`config.mk`:
```
export PLATFORM = sky130hd
export DESIGN_NAME = tag_text_to_utf8_transcoder
export DESIGN_NICKNAME = d
export VERILOG_FILES = /design/src/hw/rtl/tt8_pkg.sv /design/src/hw/rtl/tag_text_to_utf8_transcoder.sv /design/src/hw/rtl/tt8_front.sv /design/src/hw/rtl/tt8_queue.sv /design/src/hw/rtl/tt8_back.sv
export SDC_FILE = /design/constraint.sdc
export NUM_CORES = 1
export LEC_CHECK = 0
export BUFFER_PORTS_ARGS = -buffer_cell sky130_fd_sc_hd__buf_2
export CAP_MARGIN = 30
export CORE_MARGIN = 3
export CORE_UTILIZATION = 45
export CTS_CLUSTER_DIAMETER = 40
export DETAILED_ROUTE_END_ITERATION = 10
export PLACE_DENSITY = 0.73
export SYNTH_ARGS = -nofsm -noshare
export SYNTH_HDL_FRONTEND = slang
export SYNTH_HIERARCHICAL = 1
export SYNTH_SLANG_ARGS = --single-unit
```
`constraint.sdc`:
```
create_clock -name clock -period 4.43 [get_ports clock]
set_input_delay 0.6645 -clock clock [delete_from_list [all_inputs] [get_ports clock]]
set_output_delay 0.6645 -clock clock [all_outputs]
set_load 0.05 [all_outputs]
```
`src/hw/rtl/tt8_pkg.sv`:
```
package tt8_pkg;

   localparam int QUEUE_DEPTH_DEFAULT = 4;
   localparam int CSR_IDX_W = 4;

   localparam logic [CSR_IDX_W-1:0] CSR_TEXT_ENCODING = CSR_IDX_W'(0);
   localparam logic [CSR_IDX_W-1:0] CSR_CYRILLIC_MODE = CSR_IDX_W'(1);

   localparam logic [7:0] ENC_SINGLE = 8'd0;
   localparam logic [7:0] ENC_BOM    = 8'd1;
   localparam logic [7:0] ENC_BE     = 8'd2;

   localparam logic [7:0] BOM_BIG_FIRST = 8'hFE;

   // one utf-8 sequence, bytes[0] goes out first
   typedef struct packed {
      logic [2:0][7:0] bytes;
      logic [1:0]      cnt;
   } utf8_seq_type;

   // one queued job: 1 to 3 result words for one input word
   typedef struct packed {
      logic [2:0][7:0] bytes;
      logic [1:0]      cnt;
      logic            data;
      logic            last;
   } tt8_job_type;

   typedef struct packed {
      logic empty;
      logic full;
   } tt8_q_status_type;

   // windows-1251 upper half
   localparam logic [15:0] W1251_ROM [128] = '{
      16'h0402, 16'h0403, 16'h201A, 16'h0453, 16'h201E, 16'h2026, 16'h2020, 16'h2021,
      16'h20AC, 16'h2030, 16'h0409, 16'h2039, 16'h040A, 16'h040C, 16'h040B, 16'h040F,
      16'h0452, 16'h2018, 16'h2019, 16'h201C, 16'h201D, 16'h2022, 16'h2013, 16'h2014,
      16'h0098, 16'h2122, 16'h0459, 16'h203A, 16'h045A, 16'h045C, 16'h045B, 16'h045F,
      16'h00A0, 16'h040E, 16'h045E, 16'h0408, 16'h00A4, 16'h0490, 16'h00A6, 16'h00A7,
      16'h0401, 16'h00A9, 16'h0404, 16'h00AB, 16'h00AC, 16'h00AD, 16'h00AE, 16'h0407,
      16'h00B0, 16'h00B1, 16'h0406, 16'h0456, 16'h0491, 16'h00B5, 16'h00B6, 16'h00B7,
      16'h0451, 16'h2116, 16'h0454, 16'h00BB, 16'h0458, 16'h0405, 16'h0455, 16'h0457,
      16'h0410, 16'h0411, 16'h0412, 16'h0413, 16'h0414, 16'h0415, 16'h0416, 16'h0417,
      16'h0418, 16'h0419, 16'h041A, 16'h041B, 16'h041C, 16'h041D, 16'h041E, 16'h041F,
      16'h0420, 16'h0421, 16'h0422, 16'h0423, 16'h0424, 16'h0425, 16'h0426, 16'h0427,
      16'h0428, 16'h0429, 16'h042A, 16'h042B, 16'h042C, 16'h042D, 16'h042E, 16'h042F,
      16'h0430, 16'h0431, 16'h0432, 16'h0433, 16'h0434, 16'h0435, 16'h0436, 16'h0437,
      16'h0438, 16'h0439, 16'h043A, 16'h043B, 16'h043C, 16'h043D, 16'h043E, 16'h043F,
      16'h0440, 16'h0441, 16'h0442, 16'h0443, 16'h0444, 16'h0445, 16'h0446, 16'h0447,
      16'h0448, 16'h0449, 16'h044A, 16'h044B, 16'h044C, 16'h044D, 16'h044E, 16'h044F
   };

   function automatic utf8_seq_type utf8_encode(input logic [15:0] cp);
      utf8_seq_type s;
      s = '0;
      if (cp <= 16'h007F) begin
         s.bytes[0] = cp[7:0];
         s.cnt = 2'd1;
      end else if (cp <= 16'h07FF) begin
         s.bytes[0] = 8'hC0 | {3'b000, cp[10:6]};
         s.bytes[1] = 8'h80 | {2'b00, cp[5:0]};
         s.cnt = 2'd2;
      end else begin
         s.bytes[0] = 8'hE0 | {4'b0000, cp[15:12]};
         s.bytes[1] = 8'h80 | {2'b00, cp[11:6]};
         s.bytes[2] = 8'h80 | {2'b00, cp[5:0]};
         s.cnt = 2'd3;
      end
      return s;
   endfunction

endpackage

```
`src/hw/rtl/tag_text_to_utf8_transcoder.sv`:
```
// tag text to utf-8 transcoder
// req channel: one raw string byte per word (req_in_byte) with req_last_in_string
// on the string's final byte. rsp channel: utf-8 words (rsp_out_byte) with
// rsp_byte_valid, rsp_run_last on the last word caused by an input byte and
// rsp_string_end on the last word of the string; a string whose last byte gives
// no data closes with one bare marker word (byte_valid low).
// csr channel: index 0 text_encoding, index 1 cyrillic_mode; always ready,
// write only between strings while the block is drained.
// throughput: the front accepts one byte per cycle while the job queue has
// room; the back sends one utf-8 word per cycle while the receiver is ready,
// so an input byte gives at most 3 output words (3 for a code unit at or above
// 0x800). rsp_valid comes from the output register, fed from the job queue.
// when the receiver stalls, the output word holds and the queue of
// QUEUE_DEPTH jobs fills, then req_ready drops.
// synchronous reset clears the csr registers, the string state, the output valid and the queue.
module tag_text_to_utf8_transcoder #(
   parameter int QUEUE_DEPTH = tt8_pkg::QUEUE_DEPTH_DEFAULT
) (
   input  logic                         clock,
   input  logic                         reset,
   input  logic                         req_valid,
   output logic                         req_ready,
   input  logic [7:0]                   req_in_byte,
   input  logic                         req_last_in_string,
   output logic                         rsp_valid,
   input  logic                         rsp_ready,
   output logic [7:0]                   rsp_out_byte,
   output logic                         rsp_byte_valid,
   output logic                         rsp_run_last,
   output logic                         rsp_string_end,
   input  logic                         csr_valid,
   output logic                         csr_ready,
   input  logic [tt8_pkg::CSR_IDX_W-1:0] csr_index,
   input  logic [7:0]                   csr_data
);
   import tt8_pkg::*;

   tt8_q_status_type q_status;
   tt8_job_type      push_job;
   tt8_job_type      head;
   logic             push;
   logic             pop;

   tt8_front u_front (
      .clock              (clock),
      .reset              (reset),
      .req_valid          (req_valid),
      .req_ready          (req_ready),
      .req_in_byte        (req_in_byte),
      .req_last_in_string (req_last_in_string),
      .csr_valid          (csr_valid),
      .csr_ready          (csr_ready),
      .csr_index          (csr_index),
      .csr_data           (csr_data),
      .q_status           (q_status),
      .push               (push),
      .job                (push_job)
   );

   tt8_queue #(
      .DEPTH (QUEUE_DEPTH)
   ) u_queue (
      .clock    (clock),
      .reset    (reset),
      .push     (push),
      .push_job (push_job),
      .pop      (pop),
      .head     (head),
      .status   (q_status)
   );

   tt8_back u_back (
      .clock          (clock),
      .reset          (reset),
      .head           (head),
      .q_status       (q_status),
      .pop            (pop),
      .rsp_valid      (rsp_valid),
      .rsp_ready      (rsp_ready),
      .rsp_out_byte   (rsp_out_byte),
      .rsp_byte_valid (rsp_byte_valid),
      .rsp_run_last   (rsp_run_last),
      .rsp_string_end (rsp_string_end)
   );

endmodule

```
`src/hw/rtl/tt8_front.sv`:
```
module tt8_front (
   input  logic                         clock,
   input  logic                         reset,
   input  logic                         req_valid,
   output logic                         req_ready,
   input  logic [7:0]                   req_in_byte,
   input  logic                         req_last_in_string,
   input  logic                         csr_valid,
   output logic                         csr_ready,
   input  logic [tt8_pkg::CSR_IDX_W-1:0] csr_index,
   input  logic [7:0]                   csr_data,
   input  tt8_pkg::tt8_q_status_type    q_status,
   output logic                         push,
   output tt8_pkg::tt8_job_type         job
);
   import tt8_pkg::*;

   logic [7:0]   enc_ff;
   logic         cyr_ff;
   logic [1:0]   pos_ff, pos_in;
   logic [7:0]   held_ff, held_in;
   logic         phase_ff, phase_in;
   logic         be_ff, be_in;
   logic         stop_ff, stop_in;

   logic         accept;
   logic         do_pair;
   logic         pair_big;
   logic [15:0]  unit;
   logic [15:0]  sb_cp;
   utf8_seq_type unit_seq, sb_seq, seq;

   assign req_ready = !q_status.full;
   assign csr_ready = 1'b1;
   assign accept = req_valid && req_ready;

   assign pair_big = (enc_ff == ENC_BE) || be_ff;
   assign unit = pair_big ? {held_ff, req_in_byte} : {req_in_byte, held_ff};
   assign unit_seq = utf8_encode(unit);
   assign sb_cp = (cyr_ff && req_in_byte[7]) ? W1251_ROM[req_in_byte[6:0]]
                                             : {8'h00, req_in_byte};
   assign sb_seq = utf8_encode(sb_cp);

   always_comb begin
      pos_in = pos_ff;
      held_in = held_ff;
      phase_in = phase_ff;
      be_in = be_ff;
      stop_in = stop_ff;
      seq = '0;
      do_pair = 1'b0;
      if (accept) begin
         if (!pos_ff[1]) begin
            pos_in = pos_ff + 2'd1;
         end
         if (!stop_ff) begin
            case (enc_ff)
               ENC_SINGLE: begin
                  seq = sb_seq;
               end
               ENC_BOM: begin
                  if (pos_ff == 2'd0) begin
                     be_in = (req_in_byte == BOM_BIG_FIRST);
                  end else if (pos_ff[1]) begin
                     do_pair = 1'b1;
                  end
               end
               ENC_BE: begin
                  do_pair = 1'b1;
               end
               default: begin
                  seq.bytes[0] = req_in_byte;
                  seq.cnt = 2'd1;
               end
            endcase
         end
         if (do_pair) begin
            if (!phase_ff) begin
               held_in = req_in_byte;
               phase_in = 1'b1;
            end else begin
               phase_in = 1'b0;
               // a zero unit silences the rest of the string
               if (unit == 16'h0000) begin
                  stop_in = 1'b1;
               end else begin
                  seq = unit_seq;
               end
            end
         end
         if (req_last_in_string) begin
            pos_in = 2'd0;
            held_in = 8'h00;
            phase_in = 1'b0;
            be_in = 1'b0;
            stop_in = 1'b0;
         end
      end
   end

   // a string end with no data still leaves a bare marker word
   assign push = accept && ((seq.cnt != 2'd0) || req_last_in_string);
   assign job.bytes = seq.bytes;
   assign job.cnt = (seq.cnt != 2'd0) ? seq.cnt : 2'd1;
   assign job.data = (seq.cnt != 2'd0);
   assign job.last = req_last_in_string;

   always_ff @(posedge clock) begin
      if (reset) begin
         enc_ff <= ENC_SINGLE;
         cyr_ff <= 1'b0;
         pos_ff <= 2'd0;
         held_ff <= 8'h00;
         phase_ff <= 1'b0;
         be_ff <= 1'b0;
         stop_ff <= 1'b0;
      end else begin
         if (csr_valid && csr_ready) begin
            if (csr_index == CSR_TEXT_ENCODING) begin
               enc_ff <= csr_data;
            end else if (csr_index == CSR_CYRILLIC_MODE) begin
               cyr_ff <= csr_data[0];
            end
         end
         pos_ff <= pos_in;
         held_ff <= held_in;
         phase_ff <= phase_in;
         be_ff <= be_in;
         stop_ff <= stop_in;
      end
   end

endmodule

```
`src/hw/rtl/tt8_queue.sv`:
```
module tt8_queue #(
   parameter int DEPTH = tt8_pkg::QUEUE_DEPTH_DEFAULT
) (
   input  logic                      clock,
   input  logic                      reset,
   input  logic                      push,
   input  tt8_pkg::tt8_job_type      push_job,
   input  logic                      pop,
   output tt8_pkg::tt8_job_type      head,
   output tt8_pkg::tt8_q_status_type status
);
   import tt8_pkg::*;

   localparam int AW = $clog2(DEPTH);

   tt8_job_type   mem_ff [DEPTH];
   logic [AW:0]   wr_ptr_ff, wr_ptr_in;
   logic [AW:0]   rd_ptr_ff, rd_ptr_in;

   assign status.empty = (wr_ptr_ff == rd_ptr_ff);
   assign status.full = (wr_ptr_ff[AW] != rd_ptr_ff[AW]) &&
                        (wr_ptr_ff[AW-1:0] == rd_ptr_ff[AW-1:0]);
   assign head = mem_ff[rd_ptr_ff[AW-1:0]];

   assign wr_ptr_in = push ? wr_ptr_ff + (AW+1)'(1) : wr_ptr_ff;
   assign rd_ptr_in = pop ? rd_ptr_ff + (AW+1)'(1) : rd_ptr_ff;

   always_ff @(posedge clock) begin
      if (reset) begin
         wr_ptr_ff <= '0;
         rd_ptr_ff <= '0;
      end else begin
         wr_ptr_ff <= wr_ptr_in;
         rd_ptr_ff <= rd_ptr_in;
      end
   end

   always_ff @(posedge clock) begin
      if (push) begin
         mem_ff[wr_ptr_ff[AW-1:0]] <= push_job;
      end
   end

`ifndef SYNTH
   a_no_overflow: assert property (@(posedge clock) disable iff (reset)
      !(push && status.full))
      else $error("queue written while full");
   a_no_underflow: assert property (@(posedge clock) disable iff (reset)
      !(pop && status.empty))
      else $error("queue read while empty");
   a_push_fills: assert property (@(posedge clock) disable iff (reset)
      push && !pop |=> !status.empty)
      else $error("queue empty after a push");
`endif

endmodule

```
`src/hw/rtl/tt8_back.sv`:
```
module tt8_back (
   input  logic                      clock,
   input  logic                      reset,
   input  tt8_pkg::tt8_job_type      head,
   input  tt8_pkg::tt8_q_status_type q_status,
   output logic                      pop,
   output logic                      rsp_valid,
   input  logic                      rsp_ready,
   output logic [7:0]                rsp_out_byte,
   output logic                      rsp_byte_valid,
   output logic                      rsp_run_last,
   output logic                      rsp_string_end
);
   import tt8_pkg::*;

   logic [1:0] idx_ff, idx_in;
   logic       valid_ff, valid_in;
   logic [7:0] byte_ff, byte_in;
   logic       data_ff, data_in;
   logic       run_last_ff, run_last_in;
   logic       end_ff, end_in;
   logic       load;
   logic       at_last;
   logic [7:0] cur_byte;

   assign load = !q_status.empty && (!valid_ff || rsp_ready);
   assign at_last = ((idx_ff + 2'd1) == head.cnt);
   assign pop = load && at_last;

   always_comb begin
      case (idx_ff)
         2'd0: cur_byte = head.bytes[0];
         2'd1: cur_byte = head.bytes[1];
         default: cur_byte = head.bytes[2];
      endcase
   end

   always_comb begin
      idx_in = idx_ff;
      valid_in = valid_ff && !rsp_ready;
      byte_in = byte_ff;
      data_in = data_ff;
      run_last_in = run_last_ff;
      end_in = end_ff;
      if (load) begin
         idx_in = at_last ? 2'd0 : idx_ff + 2'd1;
         valid_in = 1'b1;
         byte_in = cur_byte;
         data_in = head.data;
         run_last_in = at_last;
         end_in = at_last && head.last;
      end
   end

   always_ff @(posedge clock) begin
      if (reset) begin
         idx_ff <= 2'd0;
         valid_ff <= 1'b0;
      end else begin
         idx_ff <= idx_in;
         valid_ff <= valid_in;
      end
   end

   always_ff @(posedge clock) begin
      byte_ff <= byte_in;
      data_ff <= data_in;
      run_last_ff <= run_last_in;
      end_ff <= end_in;
   end

   assign rsp_valid = valid_ff;
   assign rsp_out_byte = byte_ff;
   assign rsp_byte_valid = data_ff;
   assign rsp_run_last = run_last_ff;
   assign rsp_string_end = end_ff;

`ifndef SYNTH
   a_idx_in_job: assert property (@(posedge clock) disable iff (reset)
      !q_status.empty |-> (idx_ff < head.cnt))
      else $error("byte index beyond queued job");
   a_end_is_run_last: assert property (@(posedge clock) disable iff (reset)
      valid_ff && end_ff |-> run_last_ff)
      else $error("string end on a word that does not close its run");
   a_marker_closes: assert property (@(posedge clock) disable iff (reset)
      valid_ff && !data_ff |-> run_last_ff && end_ff)
      else $error("bare marker that does not end the string");
`endif

endmodule

```
== Word-level counts from Yosys, hierarchy flattened ==
Memories as Yosys holds them, arrays and structs flattened. A register that Yosys moved wholly into a read port is not among the register bits.
Index checks and enable logic that the tools add are counted.

* Reduce and logical (&&, ||, !) cells: 34
* Equal/unequal tests: 12
* Magnitude comparators: 5
* Bitwise operators: 2
* Multiplexer cells: 48
* $add $sub $neg: 4

{| class="wikitable"
|+ Operator list
! cell !! number
|-
| 16-bit two-way mux || 9
|-
| 26-bit two-way mux || 5
|-
| 8-bit two-way mux || 5
|-
| 16-bit by 11-bit <= comparator with 1-bit output, second input constant || 2
|-
| 16-bit by 7-bit <= comparator with 1-bit output, second input constant || 2
|-
| 10-bit two-way mux || 2
|-
| 10-bit one-hot mux with 2 select lines || 1
|-
| 1-bit two-way mux || 18
|-
| 16-bit logical NOT || 1
|-
| 8-bit one-hot mux with 2 select lines || 1
|-
| 2-bit two-way mux || 6
|-
| 2-bit nonzero test || 6
|-
| 8-bit by 1-bit equality test with 1-bit output, second input constant || 1
|-
| 8-bit by 2-bit equality test with 1-bit output, second input constant || 1
|-
| 8-bit equality test, second input constant || 1
|-
| 8-bit greater-or-equal comparator, second input constant || 1
|-
| 1-bit logical AND || 8
|-
| 8-bit logical NOT || 1
|-
| 7-bit NOT with 8-bit output || 1
|-
| 4-bit AND reduction || 2
|-
| 3-bit by 1-bit adder with 3-bit output, second input constant || 2
|-
| 2-bit inequality test, second input constant || 3
|-
| 2-bit AND reduction || 3
|-
| 3-bit AND reduction || 2
|-
| other kinds (13) || 21
|}

* Memories: 2
* Memory bits (read-only): 2048
* Register bits: 42
* Input bits: 26
* RAM bits: 112

{| class="wikitable"
|+ Memory list
! name !! depth !! bits a word !! rd ports !! clocked after Yosys merged registers in !! write ports !! RTL line !! source
|-
| (no name shown) || 128 || 16 || 1 || 0 || 0 || tt8_front.sv:40 || <nowiki>assign sb_cp = (cyr_ff && req_in_byte[7]) ? W1251_ROM[req_in_byte[6:0]]</nowiki>
|-
| u_queue.mem_ff || 4 || 28 || 1 || 1 || 1 || tt8_queue.sv:16 || <nowiki>tt8_job_type mem_ff [DEPTH];</nowiki>
|}

== Logic depth before layout (Yosys ltp) ==
* Depth in word-level cells: 19
* Gate-level depth with buffers: 14

== Hierarchy ==
The synthesis kept the hierarchy.

{| class="wikitable"
|+ Modules (own cells, without submodules)
! module !! seq. area each (um2) !! times used !! cells an instance !! area an instance (um2)
|-
| tt8_queue || 3523.4 || 1 || 186 || 4489.3
|-
| tt8_front || 440.4 || 1 || 457 || 3166.8
|-
| tt8_back || 390.4 || 1 || 60 || 670.6
|}

== Worst setup path after synthesis ==
OpenSTA, ideal clock, no wires.

* Kind: input port to flip-flop
* From: input port req_in_byte[0]
* To: memory u_queue/mem_ff[0][0] (netlist name) (enable)
* Buffers on the path: 2
* Library setup time: 387 ps
* Arrival time: 3527 ps
* Slack: 515 ps
* Stages on the path: 12
* Path through: buf_2 > inv_1 > ha_1 > nor3b_1 > a221oi_1 > a21oi_1 > a41oi_2 > nor2_1 > o21ai_2 > a31oi_1 > clkbuf_1 > and2_1

* Cells in the longest elaborated chain, start to end: 19

{| class="wikitable"
|+ Ends and longest elaborated chain
! item !! RTL line !! source
|-
| start, declared || tag_text_to_utf8_transcoder.sv:23 || <nowiki>input logic [7:0] req_in_byte,</nowiki>
|-
| 7-bit NOT with 8-bit output (implied by the code) || tt8_front.sv:40 ||
|-
| memory 128 x 16 bit || n/a ||
|-
| 16-bit two-way mux (implied by the code) (2 in series) || tt8_front.sv:40 ||
|-
| 16-bit two-way mux || tt8_front.sv:40 ||
|-
| 16-bit by 11-bit <= comparator with 1-bit output || tt8_pkg.sv:60 || <nowiki>end else if (cp <= 16'h07FF) begin</nowiki>
|-
| 16-bit two-way mux || tt8_pkg.sv:60 ||
|-
| 10-bit two-way mux || tt8_pkg.sv:57 || <nowiki>if (cp <= 16'h007F) begin</nowiki>
|-
| 10-bit one-hot mux with 2 select lines || tt8_front.sv:57 || <nowiki>case (enc_ff)</nowiki>
|-
| [3 not listed] || n/a ||
|-
| 26-bit two-way mux * || tt8_front.sv:77 || <nowiki>if (do_pair) begin</nowiki>
|-
| 26-bit two-way mux * || tt8_front.sv:52 || <nowiki>if (accept) begin</nowiki>
|-
| 2-bit nonzero test * || tt8_front.sv:102 || <nowiki>assign push = accept && ((seq.cnt != 2'd0) || req_last_in_string);</nowiki>
|-
| 1-bit logical OR * || tt8_front.sv:102 ||
|-
| 1-bit logical AND * || tt8_front.sv:102 ||
|-
| named net push || tag_text_to_utf8_transcoder.sv:41 || <nowiki>logic push;</nowiki>
|-
| 1-bit two-way mux * || tt8_queue.sv:39 || <nowiki>if (push) begin</nowiki>
|-
| 1-bit two-way mux (implied by the code) * || tt8_queue.sv:40 || <nowiki>mem_ff[wr_ptr_ff[AW-1:0]] <= push_job;</nowiki>
|-
| end, declared || tt8_queue.sv:16 ||
|}

The timed path passes the listed nets; every way through them passes the cells marked *. The select of a mux whose other input is x is not followed.

== Worst setup path in the final report ==
* From: input port req_in_byte[0]
* To: memory u_queue/mem_ff[2][11] (netlist name) (enable)

Same word-level chain as after synthesis.

==> tab_implementation.tex <==
\begin{tabular}{lr}
\hline
Metric & Value \\
\hline
\multicolumn{2}{l}{\textbf{Outcome}} \\
Status & finished clean \\
\multicolumn{2}{l}{\textbf{CTS}} \\
Number of buffers inserted during clock tree synthesis & 17 \\
Root cell of the clock tree & sky130\_fd\_sc\_hd\_\_clkbuf\_16 \\
Clock buffer depth & 2 \\
Clock slew seen by the registers of the worst setup and hold paths & around 0.06 ns \\
Clock network latency to the later pin of the worst-skew pair & $\sim$0.43 ns \\
H-tree depth & 4 \\
Number of sinks handled by clock tree synthesis & 156 \\
CTS Hold Buffers Added & 0 \\
CTS tree & done \\
Gates resized, CTS repair & 0 \\
Buffers inserted during post-CTS setup optimization & 0 \\
\multicolumn{2}{l}{\textbf{Layout}} \\
Most frequent cells in the layout & sky130\_fd\_sc\_hd\_\_edfxtp\_1, sky130\_fd\_sc\_hd\_\_nor2\_1, sky130\_fd\_sc\_hd\_\_nand2\_1, sky130\_fd\_sc\_hd\_\_a21oi\_1, sky130\_fd\_sc\_hd\_\_buf\_2 \\
Share of final-layout standard cells stronger than drive strength 1 & 0.183 \\
Ant. Diodes & 0 \\
Final instance area & 9330 µm² \\
Commonest non-fill, non-tap cell in the layout & sky130\_fd\_sc\_hd\_\_edfxtp\_1 \\
NumNets Final & just under 800 \\
Layout-stage area growth over the synthesis result & 12.0\% \\
Final core occ & 0.516 \\
\multicolumn{2}{l}{\textbf{Synth}} \\
Share of flip-flops with an asynchronous set or reset & 0 \\
Mean area per synthesized cell & 11.8 µm² \\
Commonest register cell after synthesis & sky130\_fd\_sc\_hd\_\_edfxtp\_1 \\
Cells after Synth & 703 \\
Warnings, synthesis & 6 \\
Number of enable flip-flop cells after synthesis & 123 \\
Synth area leaders & sky130\_fd\_sc\_hd\_\_edfxtp\_1, sky130\_fd\_sc\_hd\_\_dfxtp\_1, sky130\_fd\_sc\_hd\_\_mux4\_2 \\
Synthesis-stage register bit count & 156 \\
Library cell occupying the most area in the post-synthesis netlist & sky130\_fd\_sc\_hd\_\_edfxtp\_1 \\
Library cells used by synthesis & 87 \\
Post-synthesis sequential area ratio & 0.523 \\
Area share of the largest cell type after synthesis & 0.444 \\
Post-Synthesis Cell Area & 8330 µm² \\
\multicolumn{2}{l}{\textbf{Drt}} \\
Metal3 WL & roughly 1300 µm \\
Routed length on met1 & between 8000 and 9000 µm \\
Avg WL per Cell & 19.8 µm \\
Initial DRT Pass Iterations & 5 \\
Via count & about 6000 \\
Routed Antenna Nets & 0 \\
Final Routed Wirelength & 19400 µm \\
Number of remaining DRC errors & 0 \\
Via density per instance & 6.11 \\
Top layer in use & met4 \\
Routed wire length on met2 & 9110 µm \\
Initial detailed-routing violation count & around 550 \\
\multicolumn{2}{l}{\textbf{Critical path}} \\
R2r endpoint & u\_queue/mem\_ff[2][11] \\
Data required time at the worst endpoint & 4.55 ns \\
Depth of the worst register-to-register path & 9 \\
Critical Setup Path Class & input port to register \\
Worst Setup Start Kind & input port \\
Worst reg2reg startpoint & u\_front/enc\_ff[4] \\
Max Fanout on Critical Path & 28 \\
Data arrival time of the critical path & 3.45 ns \\
Start point of the critical path & req\_in\_byte[0] \\
CP Capture Type & register \\
Capture point of the critical path & u\_queue/mem\_ff[2][11] \\
Reg-to-reg slack, setup & 1.43 ns \\
\multicolumn{2}{l}{\textbf{Placement}} \\
Dpl cell area & roughly 8700 µm² \\
Final HPWL from detailed placement & 13200 µm \\
Count of buffers from port buffering & 38 \\
Placer congestion estimate & 0.956 \\
Pre-CTS setup slack & 0.720 ns \\
\multicolumn{2}{l}{\textbf{Die}} \\
Total die area & 20200 µm² \\
Width of the die & 142 µm \\
Num rows & just under 50 \\
Die height & about 140 µm \\
Floorplan core area & 18100 µm² \\
Starting density of the core & 0.460 \\
Top Ports & 40 \\
\multicolumn{2}{l}{\textbf{Timing}} \\
Worst setup slack after layout & between 1 and 1.5 ns \\
Slew Limit Fails & 0 \\
Number of hold-slack violations in the final timing report & 0 \\
Setup tns final & 0 ns \\
Final critical-path required period & 3.33 ns \\
Maximum operating frequency & $\sim$300 MHz \\
Share of the clock period used by the worst path & 0.751 \\
Setup clock skew after layout & 0.0107 ns \\
Slew Limit Headroom & 0.427 \\
Finish-stage setup viols & 0 \\
Unrepaired setup endpoints after global routing & no \\
Least-Margin Pin Slew & 0.851 ns \\
\multicolumn{2}{l}{\textbf{Global routing}} \\
Initial antenna violation count & 0 \\
Vias in the first global route & 5651 \\
Global-route usage over all layers & 0.197 \\
Wire length of the first global-routing pass & 31000 µm \\
Pin count of the biggest net entering global routing & 35 \\
Remaining global-route overflow & 0 \\
\multicolumn{2}{l}{\textbf{Power and ir drop}} \\
Total design power & roughly 4.1 mW \\
P\_leak & 3.26 nW \\
Pwr per Cell Area & 437 nW/µm² \\
Highest ir drop seen on vdd & 0.272 mV \\
\multicolumn{2}{l}{\textbf{Run}} \\
Maximum capacitance violations & 0 \\
\multicolumn{2}{l}{\textbf{Hold path}} \\
Worst min-delay path category & input port to register \\
\hline
\end{tabular}
-- power by group --
group	total (mW)	switching, mW	leakage [nW]	internal (mW)
logic	0.880	0.593	1.59	0.287
clock network	1.42	0.621	0.279	0.795
registers	1.78	0.0423	1.40	1.74
total	4.08	1.26	3.26	2.82
-- critical path, cell delays in order --
cell	delay, ns
sky130_fd_sc_hd__buf_2	0.08
sky130_fd_sc_hd__inv_1	0.11
sky130_fd_sc_hd__ha_1	0.33
sky130_fd_sc_hd__nor3b_1	0.34
sky130_fd_sc_hd__a221oi_1	0.15
sky130_fd_sc_hd__a21oi_1	0.23
sky130_fd_sc_hd__a41oi_2	0.26
sky130_fd_sc_hd__nor2_1	0.36
sky130_fd_sc_hd__o21ai_2	0.14
sky130_fd_sc_hd__a31oi_1	0.17
sky130_fd_sc_hd__buf_4	0.18
sky130_fd_sc_hd__and2_1	0.18
sky130_fd_sc_hd__buf_12	0.22
-- flip-flops by register name (all words and copies together) (netlist names), 2 cells and up, named ones only --
register	cells
u_back/idx_ff	2
u_back/rsp_out_byte	8
u_front/enc_ff	8
u_front/held_ff	8
u_front/pos_ff	2
u_queue/mem_ff	112
u_queue/rd_ptr_ff	3
u_queue/wr_ptr_ff	3
-- layer usage --
| metal | track usage | vias up |
|---|---|---|
| met2 | 0.308 | 271 |
| met1 | 0.273 | 2879 |
| met4 | 0.0697 | 0 |
| met5 | 0 | - |
| met3 | 0.0420 | 31 |
| li1 | - | 2794 |
-- logic make-up after synthesis --
group                    Yosys count  share of synthesized area
flip-flops                       156                      0.523
XOR/XNOR                           7                    0.00826
other                              2                   0.000902
AND/OR/NAND/NOR                  229                      0.139
AO/OA/AOI/OAI                    183                      0.162
buffers and inverters             62                     0.0392
multiplexers                      48                      0.104
adder cells (fa/ha/maj)           16                     0.0240
-- through the flow --
stage          hold WS (ns)  instances
3_5_place_dp          0.492        945
5_1_grt               0.474        978
3_3_place_gp          0.476        943
4_1_cts               0.469        977
2_1_floorplan         0.461        704
6_report              0.476        978
-- synthesized netlist by cell type, drive strengths merged, types with 17 or more instances --
master / count
a21oi: 41
a22oi: 17
buf: 29
dfxtp: 33
edfxtp: 123
inv: 18
mux2i: 18
mux4: 28
nand2: 47
nand3: 17
nor2: 83
o21ai: 20
-- worst min-delay path by stage --
stage	depth (start not counted)	endpoint	slack [ns]	start
2_1_floorplan	2	u_front/enc_ff[3]	0.46	u_front/enc_ff[3]
3_3_place_gp	2	u_front/enc_ff[3]	0.48	u_front/enc_ff[3]
3_5_place_dp	2	u_front/enc_ff[7]	0.49	u_front/enc_ff[7]
4_1_cts	3	u_front/enc_ff[5]	0.47	csr_data[5]
5_1_grt	3	u_front/enc_ff[2]	0.47	csr_data[2]
6_report	3	u_front/enc_ff[1]	0.48	csr_data[1]
-- cell type report --
type / instances / area, µm²
Multi-Input combinational cell: 486 / 3650
Fill cell: 1537 / 8760
Clock inverter: 14 / 154
Sequential cell: 156 / 4360
Clock buffer: 18 / 429
Inverter: 18 / 67.6
Tap cell: 229 / 287
Timing Repair Buffer: 57 / 383
(Power assumes the default switching activity.)
